**src/rtl/assert_macros.svh**
```systemverilog
// ----------------------------------------------------------------------------
// assert_macros.svh
// shared concurrent assertion macros, sampled on clock, off during reset
// ----------------------------------------------------------------------------
`ifndef ASSERT_MACROS_SVH
`define ASSERT_MACROS_SVH

// same-cycle implication
`define ASSERT_IMPLIES(label, pre, post, msg) \
   label: assert property (@(posedge clock) disable iff (reset) (pre) |-> (post)) \
      else $error(msg);

// next-cycle implication
`define ASSERT_NEXT(label, pre, post, msg) \
   label: assert property (@(posedge clock) disable iff (reset) (pre) |=> (post)) \
      else $error(msg);

// condition that must never be seen
`define ASSERT_NEVER(label, expr, msg) \
   label: assert property (@(posedge clock) disable iff (reset) !(expr)) \
      else $error(msg);

`endif

```
**src/rtl/bldq_pkg.sv**
```systemverilog
// ----------------------------------------------------------------------------
// bldq_pkg
// widths, operation and status codes, sequencer states for the list engine
// ----------------------------------------------------------------------------
package bldq_pkg;

   localparam int MODE_W   = 3;
   localparam int VALUE_W  = 32;
   localparam int POS_W    = 5;
   localparam int STATUS_W = 2;
   localparam int LEN_W    = 6;

   localparam int CAPACITY_DEFAULT = 32;
   localparam int DUMP_LIMIT       = 32;

   // operation codes
   localparam logic [MODE_W-1:0] MODE_PUSH_FRONT = 3'd0;
   localparam logic [MODE_W-1:0] MODE_PUSH_BACK  = 3'd1;
   localparam logic [MODE_W-1:0] MODE_POP_FRONT  = 3'd2;
   localparam logic [MODE_W-1:0] MODE_POP_BACK   = 3'd3;
   localparam logic [MODE_W-1:0] MODE_INSERT     = 3'd4;
   localparam logic [MODE_W-1:0] MODE_DUMP       = 3'd5;

   // status codes
   localparam logic [STATUS_W-1:0] STATUS_OK    = 2'd0;
   localparam logic [STATUS_W-1:0] STATUS_EMPTY = 2'd1;
   localparam logic [STATUS_W-1:0] STATUS_FULL  = 2'd2;
   localparam logic [STATUS_W-1:0] STATUS_RANGE = 2'd3;

   typedef enum logic [3:0] {
      ST_IDLE,
      ST_DECODE,
      ST_POP_RD,
      ST_POP_CAP,
      ST_SHIFT_RD,
      ST_SHIFT_WR,
      ST_PUT,
      ST_RESP,
      ST_DUMP_RD,
      ST_DUMP_OUT
   } state_type;

endpackage

```
**src/rtl/bldq_req_if.sv**
```systemverilog
// ----------------------------------------------------------------------------
// bldq_req_if
// request channel: operation, word and position under valid/ready
// ----------------------------------------------------------------------------
interface bldq_req_if;
   logic                                 valid;
   logic                                 ready;
   logic [bldq_pkg::MODE_W-1:0]          mode;
   logic signed [bldq_pkg::VALUE_W-1:0]  value;
   logic [bldq_pkg::POS_W-1:0]           position;

   modport source (output valid, mode, value, position, input ready);
   modport sink   (input valid, mode, value, position, output ready);
endinterface

```
**src/rtl/bldq_rsp_if.sv**
```systemverilog
// ----------------------------------------------------------------------------
// bldq_rsp_if
// response channel: value, status, length and last flag under valid/ready
// ----------------------------------------------------------------------------
interface bldq_rsp_if;
   logic                                 valid;
   logic                                 ready;
   logic signed [bldq_pkg::VALUE_W-1:0]  result_value;
   logic [bldq_pkg::STATUS_W-1:0]        status;
   logic [bldq_pkg::LEN_W-1:0]           length;
   logic                                 last;

   modport source (output valid, result_value, status, length, last, input ready);
   modport sink   (input valid, result_value, status, length, last, output ready);
endinterface

```
**src/rtl/bounded_list_deque_engine_core.sv**
```systemverilog
// ----------------------------------------------------------------------------
// bounded_list_deque_engine_core
// ordered list of signed words with push/pop at both ends, insert after a
// position and an in-order dump, kept in one memory and shifted by a sequencer
// ----------------------------------------------------------------------------
//
//  channel    dir   handshake      word
//  req_chan   in    valid/ready    mode, value, position
//  rsp_chan   out   valid/ready    result_value, status, length, last
//
// one request at a time: req_chan.ready is high only in the idle state
// refusals go from decode straight to the response; push back passes one put, pop back a read and capture
// each entry moved by a shift is a memory read, then a write back:
// push front on n entries moves all n of them, pop front the n - 1 behind the head
// a dump reads each entry, then sends it; a stalled rsp_chan holds each word and stretches it
// synchronous active-high reset empties the list; the store itself is not cleared

`include "assert_macros.svh"

module bounded_list_deque_engine_core #(
   parameter int CAPACITY = bldq_pkg::CAPACITY_DEFAULT
) (
   input  logic        clock,
   input  logic        reset,
   bldq_req_if.sink    req_chan,
   bldq_rsp_if.source  rsp_chan
);

   // count needs to hold CAPACITY itself, addresses only up to CAPACITY-1
   localparam int CW = $clog2(CAPACITY + 1);
   localparam int AW = $clog2(CAPACITY);

   // sequencer
   bldq_pkg::state_type state_ff, state_in;

   // captured request
   logic [bldq_pkg::MODE_W-1:0]          mode_ff, mode_in;
   logic signed [bldq_pkg::VALUE_W-1:0]  value_ff, value_in;
   logic [bldq_pkg::POS_W-1:0]           pos_ff, pos_in;

   // list length and shift loop control
   logic [CW-1:0]  count_ff, count_in;
   logic [CW-1:0]  idx_ff, idx_in;
   logic [CW-1:0]  stop_ff, stop_in;
   logic           dir_up_ff, dir_up_in;

   // result being built
   logic signed [bldq_pkg::VALUE_W-1:0]  res_value_ff, res_value_in;
   logic [bldq_pkg::STATUS_W-1:0]        res_status_ff, res_status_in;

   // response output register
   logic                                 rsp_valid_ff, rsp_valid_in;
   logic signed [bldq_pkg::VALUE_W-1:0]  rsp_value_ff, rsp_value_in;
   logic [bldq_pkg::STATUS_W-1:0]        rsp_status_ff, rsp_status_in;
   logic [bldq_pkg::LEN_W-1:0]           rsp_length_ff, rsp_length_in;
   logic                                 rsp_last_ff, rsp_last_in;

   // entry store, registered read port
   logic signed [bldq_pkg::VALUE_W-1:0]  entry_mem [CAPACITY];
   logic signed [bldq_pkg::VALUE_W-1:0]  rd_data_ff;

   // control outputs of the sequencer
   logic                                 req_ready;
   logic                                 mem_re;
   logic [AW-1:0]                        rd_addr;
   logic                                 mem_we;
   logic [AW-1:0]                        wr_addr;
   logic signed [bldq_pkg::VALUE_W-1:0]  wr_data;
   logic                                 out_load;

   // decode helpers
   logic           req_accept;
   logic           out_free;
   logic           is_full;
   logic           is_empty;
   logic           pos_bad;
   logic           loop_done;
   logic [CW-1:0]  idx_step;
   logic [CW-1:0]  dump_stop;

   assign req_accept = req_chan.valid && req_ready;
   assign out_free   = !rsp_valid_ff || rsp_chan.ready;
   assign is_full    = (count_ff == CW'(CAPACITY));
   assign is_empty   = (count_ff == '0);
   assign pos_bad    = (32'(pos_ff) >= 32'(count_ff));
   assign loop_done  = (idx_ff == stop_ff);

   // the one shared index unit: step down for push and insert shifts, up otherwise
   assign idx_step = dir_up_ff ? (idx_ff - CW'(1)) : (idx_ff + CW'(1));

   // index of the final dumped entry
   assign dump_stop = (32'(count_ff) >= 32'(bldq_pkg::DUMP_LIMIT))
                      ? CW'(bldq_pkg::DUMP_LIMIT - 1) : (count_ff - CW'(1));

   // ------------------------------------------------------------------------
   // next state
   // ------------------------------------------------------------------------
   always_comb begin
      state_in = state_ff;
      case (state_ff)
         bldq_pkg::ST_IDLE: begin
            if (req_accept) state_in = bldq_pkg::ST_DECODE;
         end
         bldq_pkg::ST_DECODE: begin
            state_in = bldq_pkg::ST_RESP;
            case (mode_ff)
               bldq_pkg::MODE_PUSH_FRONT,
               bldq_pkg::MODE_PUSH_BACK: begin
                  if (!is_full) state_in = bldq_pkg::ST_SHIFT_RD;
               end
               bldq_pkg::MODE_POP_FRONT,
               bldq_pkg::MODE_POP_BACK: begin
                  if (!is_empty) state_in = bldq_pkg::ST_POP_RD;
               end
               bldq_pkg::MODE_INSERT: begin
                  if (!is_full && !pos_bad) state_in = bldq_pkg::ST_SHIFT_RD;
               end
               bldq_pkg::MODE_DUMP: begin
                  if (!is_empty) state_in = bldq_pkg::ST_DUMP_RD;
               end
               default: state_in = bldq_pkg::ST_RESP;
            endcase
         end
         bldq_pkg::ST_POP_RD: state_in = bldq_pkg::ST_POP_CAP;
         bldq_pkg::ST_POP_CAP: begin
            if (mode_ff == bldq_pkg::MODE_POP_FRONT) state_in = bldq_pkg::ST_SHIFT_RD;
            else state_in = bldq_pkg::ST_RESP;
         end
         bldq_pkg::ST_SHIFT_RD: begin
            if (!loop_done) state_in = bldq_pkg::ST_SHIFT_WR;
            else if (dir_up_ff) state_in = bldq_pkg::ST_PUT;
            else state_in = bldq_pkg::ST_RESP;
         end
         bldq_pkg::ST_SHIFT_WR: state_in = bldq_pkg::ST_SHIFT_RD;
         bldq_pkg::ST_PUT: state_in = bldq_pkg::ST_RESP;
         bldq_pkg::ST_RESP: begin
            if (out_free) state_in = bldq_pkg::ST_IDLE;
         end
         bldq_pkg::ST_DUMP_RD: state_in = bldq_pkg::ST_DUMP_OUT;
         bldq_pkg::ST_DUMP_OUT: begin
            if (out_free) begin
               if (loop_done) state_in = bldq_pkg::ST_IDLE;
               else state_in = bldq_pkg::ST_DUMP_RD;
            end
         end
         default: state_in = bldq_pkg::ST_IDLE;
      endcase
   end

   // ------------------------------------------------------------------------
   // sequencer outputs: handshake, memory port, response load
   // ------------------------------------------------------------------------
   always_comb begin
      req_ready = 1'b0;
      mem_re    = 1'b0;
      rd_addr   = idx_ff[AW-1:0];
      mem_we    = 1'b0;
      wr_addr   = idx_ff[AW-1:0];
      wr_data   = rd_data_ff;
      out_load  = 1'b0;
      case (state_ff)
         bldq_pkg::ST_IDLE: req_ready = 1'b1;
         bldq_pkg::ST_POP_RD: begin
            mem_re = 1'b1;
            if (mode_ff == bldq_pkg::MODE_POP_FRONT) rd_addr = '0;
            else rd_addr = AW'(count_ff - CW'(1));
         end
         bldq_pkg::ST_SHIFT_RD: begin
            // fetch the neighbor that moves into idx
            if (!loop_done) begin
               mem_re  = 1'b1;
               rd_addr = idx_step[AW-1:0];
            end
         end
         bldq_pkg::ST_SHIFT_WR: mem_we = 1'b1;
         bldq_pkg::ST_PUT: begin
            mem_we  = 1'b1;
            wr_addr = stop_ff[AW-1:0];
            wr_data = value_ff;
         end
         bldq_pkg::ST_RESP: out_load = out_free;
         bldq_pkg::ST_DUMP_RD: mem_re = 1'b1;
         bldq_pkg::ST_DUMP_OUT: out_load = out_free;
         default: req_ready = 1'b0;
      endcase
   end

   // ------------------------------------------------------------------------
   // datapath next values
   // ------------------------------------------------------------------------
   always_comb begin
      mode_in       = mode_ff;
      value_in      = value_ff;
      pos_in        = pos_ff;
      count_in      = count_ff;
      idx_in        = idx_ff;
      stop_in       = stop_ff;
      dir_up_in     = dir_up_ff;
      res_value_in  = res_value_ff;
      res_status_in = res_status_ff;
      rsp_value_in  = rsp_value_ff;
      rsp_status_in = rsp_status_ff;
      rsp_length_in = rsp_length_ff;
      rsp_last_in   = rsp_last_ff;
      rsp_valid_in  = rsp_chan.ready ? 1'b0 : rsp_valid_ff;

      case (state_ff)
         bldq_pkg::ST_IDLE: begin
            if (req_accept) begin
               mode_in  = req_chan.mode;
               value_in = req_chan.value;
               pos_in   = req_chan.position;
            end
         end
         bldq_pkg::ST_DECODE: begin
            res_value_in  = '0;
            res_status_in = bldq_pkg::STATUS_OK;
            case (mode_ff)
               bldq_pkg::MODE_PUSH_FRONT,
               bldq_pkg::MODE_PUSH_BACK: begin
                  if (is_full) begin
                     res_status_in = bldq_pkg::STATUS_FULL;
                  end else begin
                     // open a hole at the slot by moving entries up
                     dir_up_in = 1'b1;
                     idx_in    = count_ff;
                     stop_in   = (mode_ff == bldq_pkg::MODE_PUSH_FRONT) ? '0 : count_ff;
                  end
               end
               bldq_pkg::MODE_POP_FRONT,
               bldq_pkg::MODE_POP_BACK: begin
                  if (is_empty) res_status_in = bldq_pkg::STATUS_EMPTY;
               end
               bldq_pkg::MODE_INSERT: begin
                  if (is_full) begin
                     res_status_in = bldq_pkg::STATUS_FULL;
                  end else if (pos_bad) begin
                     res_status_in = bldq_pkg::STATUS_RANGE;
                  end else begin
                     dir_up_in = 1'b1;
                     idx_in    = count_ff;
                     stop_in   = CW'(pos_ff) + CW'(1);
                  end
               end
               bldq_pkg::MODE_DUMP: begin
                  if (is_empty) begin
                     res_status_in = bldq_pkg::STATUS_EMPTY;
                  end else begin
                     dir_up_in = 1'b0;
                     idx_in    = '0;
                     stop_in   = dump_stop;
                  end
               end
               default: res_status_in = bldq_pkg::STATUS_OK;
            endcase
         end
         bldq_pkg::ST_POP_CAP: begin
            res_value_in = rd_data_ff;
            if (mode_ff == bldq_pkg::MODE_POP_FRONT) begin
               // close the gap at the front by moving entries down
               dir_up_in = 1'b0;
               idx_in    = '0;
               stop_in   = count_ff - CW'(1);
            end else begin
               count_in = count_ff - CW'(1);
            end
         end
         bldq_pkg::ST_SHIFT_RD: begin
            if (loop_done && !dir_up_ff) count_in = count_ff - CW'(1);
         end
         bldq_pkg::ST_SHIFT_WR: idx_in = idx_step;
         bldq_pkg::ST_PUT: count_in = count_ff + CW'(1);
         bldq_pkg::ST_RESP: begin
            if (out_load) begin
               rsp_valid_in  = 1'b1;
               rsp_value_in  = res_value_ff;
               rsp_status_in = res_status_ff;
               rsp_length_in = bldq_pkg::LEN_W'(count_ff);
               rsp_last_in   = 1'b1;
            end
         end
         bldq_pkg::ST_DUMP_OUT: begin
            if (out_load) begin
               rsp_valid_in  = 1'b1;
               rsp_value_in  = rd_data_ff;
               rsp_status_in = bldq_pkg::STATUS_OK;
               rsp_length_in = bldq_pkg::LEN_W'(count_ff);
               rsp_last_in   = loop_done;
               idx_in        = idx_step;
            end
         end
         default: rsp_valid_in = rsp_chan.ready ? 1'b0 : rsp_valid_ff;
      endcase
   end

   // ------------------------------------------------------------------------
   // registers
   // ------------------------------------------------------------------------
   always_ff @(posedge clock) begin
      if (reset) begin
         state_ff     <= bldq_pkg::ST_IDLE;
         count_ff     <= '0;
         rsp_valid_ff <= 1'b0;
      end else begin
         state_ff     <= state_in;
         count_ff     <= count_in;
         rsp_valid_ff <= rsp_valid_in;
      end
   end

   always_ff @(posedge clock) begin
      mode_ff       <= mode_in;
      value_ff      <= value_in;
      pos_ff        <= pos_in;
      idx_ff        <= idx_in;
      stop_ff       <= stop_in;
      dir_up_ff     <= dir_up_in;
      res_value_ff  <= res_value_in;
      res_status_ff <= res_status_in;
      rsp_value_ff  <= rsp_value_in;
      rsp_status_ff <= rsp_status_in;
      rsp_length_ff <= rsp_length_in;
      rsp_last_ff   <= rsp_last_in;
   end

   // entry store: one write and one registered read per cycle
   always_ff @(posedge clock) begin
      if (mem_we) entry_mem[wr_addr] <= wr_data;
      if (mem_re) rd_data_ff <= entry_mem[rd_addr];
   end

   // ------------------------------------------------------------------------
   // ports
   // ------------------------------------------------------------------------
   assign req_chan.ready        = req_ready;
   assign rsp_chan.valid        = rsp_valid_ff;
   assign rsp_chan.result_value = rsp_value_ff;
   assign rsp_chan.status       = rsp_status_ff;
   assign rsp_chan.length       = rsp_length_ff;
   assign rsp_chan.last         = rsp_last_ff;

   // ------------------------------------------------------------------------
   // assertions
   // ------------------------------------------------------------------------
   `ASSERT_NEVER(a_count_bound, 32'(count_ff) > 32'(CAPACITY), "list length above capacity")
   `ASSERT_NEVER(a_no_clobber, out_load && rsp_valid_ff && !rsp_chan.ready, "word overwritten")
   `ASSERT_IMPLIES(a_shift_addr, state_ff == bldq_pkg::ST_SHIFT_WR, idx_ff < CW'(CAPACITY), "bad shift")
   `ASSERT_NEXT(a_idle_count, state_ff == bldq_pkg::ST_IDLE, count_ff == $past(count_ff), "idle len")

endmodule
```
**src/flat_wrapper.sv**
```systemverilog
// flat-port wrapper written by rule: the top's interface ports become plain ports
module bounded_list_deque_engine_core_flat 
#(
   parameter int CAPACITY = bldq_pkg::CAPACITY_DEFAULT
)
  (clock, reset, req_chan_valid, req_chan_mode, req_chan_value, req_chan_position, req_chan_ready, rsp_chan_valid, rsp_chan_result_value, rsp_chan_status, rsp_chan_length, rsp_chan_last, rsp_chan_ready);
  bldq_req_if req_chan_i ();
  bldq_rsp_if rsp_chan_i ();
  input  logic clock;
  input  logic reset;
  input wire logic [$bits(req_chan_i.valid)-1:0] req_chan_valid;
  input wire logic [$bits(req_chan_i.mode)-1:0] req_chan_mode;
  input wire logic [$bits(req_chan_i.value)-1:0] req_chan_value;
  input wire logic [$bits(req_chan_i.position)-1:0] req_chan_position;
  output wire logic [$bits(req_chan_i.ready)-1:0] req_chan_ready;
  output wire logic [$bits(rsp_chan_i.valid)-1:0] rsp_chan_valid;
  output wire logic [$bits(rsp_chan_i.result_value)-1:0] rsp_chan_result_value;
  output wire logic [$bits(rsp_chan_i.status)-1:0] rsp_chan_status;
  output wire logic [$bits(rsp_chan_i.length)-1:0] rsp_chan_length;
  output wire logic [$bits(rsp_chan_i.last)-1:0] rsp_chan_last;
  input wire logic [$bits(rsp_chan_i.ready)-1:0] rsp_chan_ready;
  assign req_chan_i.valid = req_chan_valid;
  assign req_chan_i.mode = req_chan_mode;
  assign req_chan_i.value = req_chan_value;
  assign req_chan_i.position = req_chan_position;
  assign req_chan_ready = req_chan_i.ready;
  assign rsp_chan_valid = rsp_chan_i.valid;
  assign rsp_chan_result_value = rsp_chan_i.result_value;
  assign rsp_chan_status = rsp_chan_i.status;
  assign rsp_chan_length = rsp_chan_i.length;
  assign rsp_chan_last = rsp_chan_i.last;
  assign rsp_chan_i.ready = rsp_chan_ready;
  bounded_list_deque_engine_core #(.CAPACITY(CAPACITY)) u_core (.clock(clock), .reset(reset), .req_chan(req_chan_i), .rsp_chan(rsp_chan_i));
endmodule
```
**config.mk**
```make
export PLATFORM = sky130hd
export DESIGN_NAME = bounded_list_deque_engine_core_flat
export DESIGN_NICKNAME = d
export VERILOG_FILES = /design/src/rtl/bldq_pkg.sv /design/src/rtl/bldq_req_if.sv /design/src/rtl/bldq_rsp_if.sv /design/src/rtl/bounded_list_deque_engine_core.sv /design/src/flat_wrapper.sv
export VERILOG_INCLUDE_DIRS = /design/src /design/src/rtl
export SDC_FILE = /design/constraint.sdc
export NUM_CORES = 1
export LEC_CHECK = 0
export BUFFER_PORTS_ARGS = -buffer_cell sky130_fd_sc_hd__buf_2
export CAP_MARGIN = 20
export CORE_ASPECT_RATIO = 0.75
export CORE_UTILIZATION = 35
export CTS_CLUSTER_DIAMETER = 40
export DETAILED_ROUTE_END_ITERATION = 12
export MAX_ROUTING_LAYER = met4
export PLACE_DENSITY_LB_ADDON = 0.05
export SYNTH_ARGS = -nofsm -noshare
export SYNTH_HDL_FRONTEND = slang
export SYNTH_SLANG_ARGS = --single-unit
```
**constraint.sdc**
```tcl
create_clock -name clock -period 3.85 [get_ports clock]
set_input_delay 1.155 -clock clock [delete_from_list [all_inputs] [get_ports clock]]
set_output_delay 1.155 -clock clock [all_outputs]
set_load 0.03 [all_outputs]
```
### After elaboration in Yosys (flattened, before gate mapping)

Memory sizes are Yosys's and may differ from the RTL's. A register that Yosys moved wholly into a read port is not among the register bits.
Index checks and enable logic that the tools add are counted.

| storage, ports and cells | value |
|---|---|
| memories | 1 |
| register bits | 139 |
| logic and storage cells | 151 |
| memory bits (writable) | 1024 |
| input port bits | 44 |
| output and inout bits | 43 |

Memory list:

| name | words | width | rd ports | clocked after memory_dff | write ports | RTL line | text |
|---|---|---|---|---|---|---|---|
| u_core.entry_mem | 32 | 32 | 1 | 1 | 1 | bounded_list_deque_engine_core.sv:59 | `logic signed [bldq_pkg::VALUE_W-1:0] entry_mem [CAPACITY];` |

| cells by class | value |
|---|---|
| eq/ne operators | 29 |
| reduce and logical (&&, ||, !) cells | 28 |
| mux-type cells | 71 |
| $lt $le $gt $ge | 2 |
| $add $sub $neg | 5 |

Operators by type and width:

| operator | number |
|---|---|
| $pmux W32 S2 | 2 |
| $mux W32 | 3 |
| $mux W6 | 16 |
| $pmux W6 S3 | 3 |
| $pmux W4 S10 | 1 |
| $mux W4 | 6 |
| $pmux W6 S4 | 1 |
| $mux W1 | 18 |
| $eq A4 B3 Y1 const B | 4 |
| $mux W2 | 8 |
| $pmux W4 S4 | 1 |
| $mux W5 | 3 |
| $ne A2 B1 Y1 const B | 7 |
| $add A6 B1 Y6 const B | 2 |
| $ne A3 B3 Y1 const B | 4 |
| $pmux W6 S2 | 1 |
| $sub A6 B1 Y6 const B | 2 |
| $pmux W5 S2 | 1 |
| $reduce_or A2 Y1 | 5 |
| $reduce_and A3 Y1 | 3 |
| $eq A4 B2 Y1 const B | 2 |
| $eq A4 B4 Y1 const B | 2 |
| $reduce_and A8 Y1 | 1 |
| $reduce_and A7 Y1 | 1 |
| 27 further kinds | 38 |

### Depth between registers and ports, before layout

Gate-level depths: netlist (run 1).

| depth | value |
|---|---|
| depth in word-level cells | 6 |
| gate-level depth with buffers | 14 |
| mapped depth without buffers | 10 |

### Worst setup path after synthesis (run 1)

Ideal clock, no wire load.

| path | value |
|---|---|
| path kind | flip-flop to flip-flop |
| from | register u_core.state_ff[2] |
| to | memory u_core.entry_mem[13][0] (netlist name) (enable) |
| setup time | 0.421 ns |
| data arrival time | 3.277 ns |
| setup slack | 0.152 ns |
| stages on the path, launching flop included | 8 |
| path buffers | 3 |
| path through | dfxtp_1 buf_2 buf_1 nand3_1 mux2i_1 or3b_2 clkbuf_1 nor2_1 |

| on the way | value |
|---|---|
| cells in the longest elaborated chain, start to end | 5 |
| elaborated cells between the ends (all ways) | 7 |
| those cells by class | eq/ne: 2; mux: 4; reduce/logical: 1 |

RTL lines:

| what | RTL line | text |
|---|---|---|
| start: declaration | bounded_list_deque_engine_core.sv:34 | `bldq_pkg::state_type state_ff, state_in;` |
| start signal: assignment | bounded_list_deque_engine_core.sv:301 | `state_ff <= bldq_pkg::ST_IDLE;` |
| start signal: assignment | bounded_list_deque_engine_core.sv:305 | `state_ff <= state_in;` |
| $eq A4 B3 Y1 | bounded_list_deque_engine_core.sv:161 | `case (state_ff)` |
| $reduce_or A2 Y1 (no source line) | n/a |  |
| $mux W1 | bounded_list_deque_engine_core.sv:161 |  |
| $mux W1 | bounded_list_deque_engine_core.sv:328 | `if (mem_we) entry_mem[wr_addr] <= wr_data;` |
| $mux W1 (not written as such) | bounded_list_deque_engine_core.sv:328 |  |
| end: declaration | bounded_list_deque_engine_core.sv:59 |  |

Several ways; a longest one is shown, not always the timed one.

### Worst setup path after layout (run 1)

| path | value |
|---|---|
| from | register u_core.idx_ff[2] |
| to | register u_core.rd_data_ff[4] (netlist name) (read register of u_core.entry_mem) (data pin) |

| on the way | value |
|---|---|
| cells in the longest elaborated chain, start to end | 4 |
| elaborated cells between the ends (all ways) | 8 |
| those cells by class | add/sub: 2; eq/ne: 1; mux: 5 |

RTL lines:

| what | RTL line | text |
|---|---|---|
| start: declaration | bounded_list_deque_engine_core.sv:43 | `logic [CW-1:0] idx_ff, idx_in;` |
| start signal: assignment | bounded_list_deque_engine_core.sv:315 | `idx_ff <= idx_in;` |
| $add A6 B1 Y6 / $sub A6 B1 Y6 (equally long branches) | bounded_list_deque_engine_core.sv:89 | `assign idx_step = dir_up_ff ? (idx_ff - CW'(1)) : (idx_ff + CW'(1));` |
| $mux W6 | bounded_list_deque_engine_core.sv:89 |  |
| $mux W5 | bounded_list_deque_engine_core.sv:170 | `if (!loop_done) begin` |
| $pmux W5 S2 | bounded_list_deque_engine_core.sv:161 |  |
| end: declaration | bounded_list_deque_engine_core.sv:60 | `logic signed [bldq_pkg::VALUE_W-1:0] rd_data_ff;` |

Several ways; a longest one is shown, not always the timed one.
A chain may end at the register's enable or synchronous reset.

==> results of run 1 <==
## metrics by stage
step / power, mW / setup TNS [ns] / instance area, µm²
3_3_place_gp: 41.2 / -0.0886 / 51500
6_report: 55.9 / 0 / 56700
4_1_cts: 56.1 / 0 / 56700
2_1_floorplan: 32.0 / 0 / 47100
5_1_grt: 58.8 / 0 / 56700
3_5_place_dp: 41.5 / -0.196 / 51500
## cells in the mapped netlist, drive strengths merged, types with 3 or more instances
master  count  share of area [%]
a211oi      4              0.085
a21o        7               0.11
a21oi     403                4.3
a221oi     11               0.22
a22o        8               0.15
a22oi     126                2.0
a32oi     129                2.4
and3       40               0.53
buf       121                1.3
clkbuf    114               0.91
dfxtp      11               0.47
edfxtp   1184                 75
ha         12               0.32
inv        15               0.12
mux2       32               0.76
nand2     776                6.2
nand2b     11               0.15
nand3      16               0.17
nand3b      6              0.096
nand4       3              0.040
nor2       75               0.60
nor2b       5              0.066
nor3       10               0.11
nor4       34               0.45
o21ai      12               0.13
o21bai      5              0.080
o22ai     132                1.8
o31ai       3              0.058
or2         4              0.053
xnor2      17               0.32
xor2        7               0.13
## timing repair
action / CTS / global route
endpoints found under the setup margin: 1 / 6
hold buffers: 0 / 0
gates resized for setup: 2 / 6
cloned: 0 / 0
## per-layer routing
layer / vias to the layer above / global-route usage [%] / part of all wire (%)
met5: - / - / 0
met4: 0 / 5.93 / 2.0
met3: 213 / 3.71 / 6.3
met2: 1094 / 33.4 / 44
met1: 15500 / 34.3 / 48
li1: 13300 / - / -
## registers in the layout (all words and copies together), names as in the netlist, 32 cells and up
signal and cells:
u_core.res_value_ff 32, u_core.rd_data_ff 32, u_core.rsp_chan.result_value 32, u_core.entry_mem 1024, u_core.value_ff 32
## logic make-up (layout without fill, tap and decap cells)
logic type               Yosys count  count (layout)  share of synthesized area [%]
AO/OA/AOI/OAI                    856             856                           11.6
XOR/XNOR                          24              24                          0.446
adder cells (fa/ha/maj)           13              13                          0.361
buffers and inverters            250             576                           2.30
flip-flops                      1195            1195                           75.9
multiplexers                      34              34                          0.807
AND/OR/NAND/NOR                  988             988                           8.58
## power by group through the flow
stage,Combinational (mW),Clock (mW),Sequential (mW)
3_5_place_dp,23.1,0,18.4
6_report,23.3,14.5,18.1
2_1_floorplan,14.1,0,17.9
3_3_place_gp,22.8,0,18.4
4_1_cts,23.2,14.8,18.1
5_1_grt,25.4,15.3,18.2
## final cells by class
class                      instances  share of cell area, %
sequential                      1195                   63.1
timing repair buffer             289                   5.01
inverter                          15                 0.0993
multi-input combinational       1915                   18.8
clock buffer                     172                   6.95
tap                             1770                   3.91
clock inverter                   100                   2.11
## worst max path at each step
stage / start / endpoint / slack, ns
detailed placement: u_core.idx_ff[0]$_DFFE_PP_ / u_core.rd_data_ff[24]$_DFFE_PP_ / -0.20
global route: u_core.idx_ff[0]$_DFFE_PP_ / u_core.rd_data_ff[24]$_DFFE_PP_ / 0.03
floorplan: u_core.state_ff[2]$_SDFFE_PP0P_ / u_core.entry_mem[13][0]$_DFFE_PP_ / 0.15
finish: u_core.idx_ff[2]$_DFFE_PP_ / u_core.rd_data_ff[4]$_DFFE_PP_ / 0.23
global placement: u_core.idx_ff[0]$_DFFE_PP_ / u_core.rd_data_ff[24]$_DFFE_PP_ / -0.09
CTS: u_core.idx_ff[0]$_DFFE_PP_ / u_core.rd_data_ff[15]$_DFFE_PP_ / 0.002
==> metrics, run 1 <==
first-pass iteration count of the detailed router=5; total half-perimeter wirelength after legalization and detailed placement=between 80000 and 90000 µm; critical-path cell list=xnor2_1 > and4_4 > a21oi_1 > buf_4 > a221oi_4 > buf_12 > nand2_2 > buf_12 > o22ai_1 > nor4_1 > buf_4; result of the run=finished, final reports clean; worst reg2reg path depth=11; number of top-level design ports=between 80 and 90; fraction of final layout cells sized beyond drive strength 1=roughly 17%; WS Path Type=reg -> reg; most used cells in the layout excluding fill and tap cells=edfxtp_1, nand2_1, a21oi_1; number of storage elements in the synthesis netlist=about 1200; Filler cells=roughly 12000; Area growth syn-to-layout=20.3%; initial cell density of the core=35.3%; proportion of power drawn by combinational gates=41.7%; Synth warnings=0; Antenna Nets Post-Route=0; setup violators final=0; Worst Tran Pin Value=1.07 ns; most used flip-flop cell after synthesis=edfxtp_1; share of synthesized area occupied by flip-flops and latches=between 70% and 80%; number of stages on the worst hold path=1; leakage power summed over all cells=about 19 nW; startpoint type of the worst setup path=flip-flop; antenna violations before repair=8; Post-route DRC=0; total of buffers placed on input and output ports=86; slew margin rel.=28.2%; Hold Path Sink=u_core.state_ff[2]$_SDFFE_PP0P_; RSZ-0062 raised after global routing=false; Vias per Instance=approximately 5.5; Levels on crit path=11; final clock skew=0.0227 ns; Final Hold Violating Endpoints=0; synthesized net count=about 3400; # H-tree levels=4; setup ws final=~0.23 ns; largest net degree at the start of global routing=between 80 and 90; final cycle utilization of the critical path=between 90 and 100%; switching part of the total=39.5%; launch instance of the worst min-delay path=u_core.state_ff[0]$_SDFFE_PP0P_; Core Region=134000 µm²; worst setup slack after placement=-0.196 ns; pwr/cell area=around 1000 nW/µm²; R2R setup slack=approximately 0.23 ns; total global-route track usage=between 20% and 30%; clock slew at the register clock pins of the worst setup and hold paths=about 0.060 ns; number of design-rule violations left by the first detailed-router iteration=about 3200; Net Sw Power=between 20 and 25 mW; final-stage net count=between 3000 and 4000; endpoint of the most critical register-to-register path=u_core.rd_data_ff[4]$_DFFE_PP_; antenna fix cells=0; setup repair bufs after CTS=0; die area=between 100000 and 150000 µm²; worst-case clock buffer depth=3; Synth Area per Inst=14.0 µm²; part of the total power dissipated in the clock network=roughly a quarter; origin of the critical flop-to-flop path=u_core.idx_ff[2]$_DFFE_PP_; number of non-filler instances in the completed layout=between 5000 and 6000; required time of the worst setup path=between 4 and 5 ns; CTS tree=done; number of synthesized flops with an enable pin=1184; Sequential Area=between 30000 and 40000 µm²; gate family responsible for the most delay along the worst path=compound AO/OA/AOI/OAI gates; vias in the first global route=a little under 30000; post-route core utilization=between 40% and 50%; sequential share of power=between 30% and 40%; endpoint arrival time on the critical path=between 4 and 5 ns; Die Y-Extent=320 µm; Skew-Pair Late Insertion Delay=0.78 ns; minimum clock period after layout=between 3 and 4 ns; internal power=~34 mW; mapped cell area=~47000 µm²; unique cell type count in the Yosys netlist=59; count of pins over their slew limit=0; Crit. End Element=flip-flop; buffering stage count on the worst path with inverters included=4; hold crit path type=reg -> reg; Post-Place Cells=5184; vias after detailed routing=approximately 30000; Post-synth ARST share=0%; average detailed-routed wire length per instance=~28 µm; multi-input gate area in the final layout=~11000 µm²; gate count after technology mapping=3360; wire length after detailed routing=about 150000 µm; highest ir drop seen on vdd=between 0.8 and 0.9 mV; slowest cell delay on critical path=between 0.6 and 0.7 ns; first-pass GRT wire length=approximately 220000 µm; num rows=between 100 and 150; Worst Hold Slack=~0.54 ns; max-cap viol count=0; clk sink count=between 1000 and 1500; residual overflow from global routing=0; floorplan die width=about 430 µm; biggest fanout along the worst timing path=57; leading cell type in the layout, fill and taps excluded=edfxtp_1; number of clock buffers inserted by TritonCTS=~150; CTS root buf=clkbuf_16; last weighted congestion value of the routability-driven placer=approximately 0.82; standard cell with the maximum stage delay on the critical path=a221oi_4; upper clock frequency limit=276 MHz
No activity file was read; power rests on OpenSTA's default activity.
==> run 2: changes to the inputs <==
--- a/config.mk
+++ b/config.mk
@@ -8,7 +8,7 @@
 export LEC_CHECK = 0
 export BUFFER_PORTS_ARGS = -buffer_cell sky130_fd_sc_hd__buf_2
 export CAP_MARGIN = 20
-export CORE_ASPECT_RATIO = 0.75
+export CORE_ASPECT_RATIO = 0.6
 export CORE_UTILIZATION = 35
 export CTS_CLUSTER_DIAMETER = 40
 export DETAILED_ROUTE_END_ITERATION = 12
==> run 2 against run 1 <==
Against the previous run:
- first-iteration DRC count fell by 4.7%
- global-route usage shrank 0.15 points
- utilization about the same
- hold slack got worse by 0.11 ns
- combinational power grew 3%
- sequential power barely moved
- sequential share of layout area rose by 0.57 points
- register-to-register slack worse by 0.15 ns
- critical endpoint is now u_core.rd_data_ff[20]$_DFFE_PP_
- largest power group unchanged
- count of clock-buffer cells in the layout is 6 lower
==> metrics, run 2 (synthesis gave the netlist of run 1 again) <==
Crit. End Element=flip-flop; Hold-fix buffers, CTS=0; overall power after layout=~56 mW; most used cells in the layout excluding fill and tap cells=edfxtp_1, nand2_1, a21oi_1; worst setup slack after placement=-0.0954 ns; grt peak-use layer=met1; worst-case clock buffer depth=3; met2 Usage GRT=32.3%; post-route cell area=around 56000 µm²; biggest fanout along the worst timing path=28; pwr/cell area=approximately 990 nW/µm²; first-pass iteration count of the detailed router=5; # H-tree levels=4; minimum clock period after layout=3.76 ns; total negative slack for setup checks=0 ns; standard cell with the maximum stage delay on the critical path=a21oi_2; Skew-Pair Late Insertion Delay=between 0.7 and 0.8 ns; required time of the worst setup path=around 4.3 ns; clock slew at the register clock pins of the worst setup and hold paths=0.06 ns; count of pins over their slew limit=0; gate family responsible for the most delay along the worst path=compound AO/OA/AOI/OAI gates; critical-path cell list=xnor2_1 > and4_4 > a21oi_2 > a221o_4 > buf_12 > buf_4 > a21oi_1 > a22oi_1 > o22ai_1 > nor4_1; worst reg2reg path depth=10; setup ws final=0.0853 ns; residual overflow from global routing=0; origin of the critical flop-to-flop path=u_core.idx_ff[0]$_DFFE_PP_; Worst Tran Pin Value=1.12 ns; last weighted congestion value of the routability-driven placer=0.865; post-route core utilization=between 40% and 50%; Largest register FFs=about 1000; Antenna Nets Post-Route=0; Vias per Instance=5.51; number of top-level design ports=87; launch instance of the worst min-delay path=u_core.count_ff[3]$_SDFFE_PP0P_; Final Hold Violating Endpoints=0; final-stage net count=between 3000 and 4000; clk sink count=1195; CP startpoint=u_core.idx_ff[0]$_DFFE_PP_; Worst Hold Slack=roughly 0.43 ns; hold crit path type=reg -> reg; CTS tree=done; largest net degree at the start of global routing=88; antenna violations before repair=3; highest ir drop seen on vdd=0.595 mV; leakage power summed over all cells=around 19 nW; RSZ-0062 raised after global routing=false; total half-perimeter wirelength after legalization and detailed placement=90300 µm; Levels on crit path=10; die area=roughly 140000 µm²; total global-route track usage=a little under a quarter; max-cap viol count=0; Post-route DRC=0; final clock skew=around 0.031 ns; vias after detailed routing=30200; slew margin rel.=25.5%; startpoint type of the worst setup path=flip-flop; number of design-rule violations left by the first detailed-router iteration=approximately 3000; fraction of final layout cells sized beyond drive strength 1=16.9%; endpoint arrival time on the critical path=approximately 4.3 ns; final cycle utilization of the critical path=between 90% and 100%; met1 track demand over resource=between 30% and 40%; vias in the first global route=29400; Post-Place Cells=roughly 5200; Core Region=132000 µm²; WS Path Type=reg -> reg; Area growth syn-to-layout=19.3%; number of clock buffers inserted by TritonCTS=140; floorplan die width=between 400 and 500 µm; number of stages on the worst hold path=0; register ranked first by flip-flop count=u_core.entry_mem; upper clock frequency limit=roughly 270 MHz; setup violators final=0; wire length after detailed routing=approximately 150000 µm; met3 Resource Use GR=4.66%; Die Y-Extent=about 290 µm; CTS root buf=clkbuf_16; num rows=around 100; total of buffers placed on input and output ports=86; buffering stage count on the worst path with inverters included=2; slowest cell delay on critical path=0.63 ns; initial cell density of the core=35.6%; average detailed-routed wire length per instance=28.0 µm; cell area reported after detailed placement=around 51000 µm²; leading cell type in the layout, fill and taps excluded=edfxtp_1; result of the run=finished, final reports clean; number of non-filler instances in the completed layout=approximately 5500; first-pass GRT wire length=around 220000 µm
run 2: cell types whose count changed in the layout (fill, tap and decap cells not counted), sizes merged:
cell	before	now
a221o	2	3
buf	289	308
bufinv	21	15
clkbuf	172	166
clkinv	52	46
clkinvlp	8	15
diode	0	2
inv	34	31
run 2: cell type report:
type,instances,area (µm²)
fillers,12200,76300
flip-flops and latches,1195,35800
multi-input cells,1916,10700
clock buffers,166,3750
repair buffers,308,2760
well taps,1785,2230
clock inverters,92,942
inverters,15,56.3
diodes,2,5.00
run 2: what timing repair did:
action | in CTS | in global routing
gates cloned | 1 | 0
pin swaps | 2 | 0
setup buffers | 1 | 0
resized for setup | 6 | 3
endpoints found under the setup margin | 1 | 2
run 2: worst paths after layout:
kind / endpoint / slack, ns
worst max-delay path: u_core.rd_data_ff[20]$_DFFE_PP_ / 0.09
worst min-delay path: u_core.rsp_chan.length[3]$_DFFE_PP_ / 0.43
worst max register to register: u_core.rd_data_ff[20]$_DFFE_PP_ / 0.09
worst min register to register: u_core.rsp_chan.length[3]$_DFFE_PP_ / 0.43
run 2: routing by layer:
layer | share of wire, % | vias to the layer above
li1 | - | 13300
met1 | 47 | 15500
met2 | 43 | 1191
met3 | 7.5 | 208
met4 | 2.5 | 0
met5 | 0 | -
run 2: report_power, final:
part           switching, mW  leakage, nW  total, mW  internal [mW]
Clock                   5.53         2.25       13.6           8.03
Combinational           16.1         5.70       24.0           7.87
Sequential             0.673         10.8       18.0           17.3
Total                   22.3         18.7       55.6           33.2
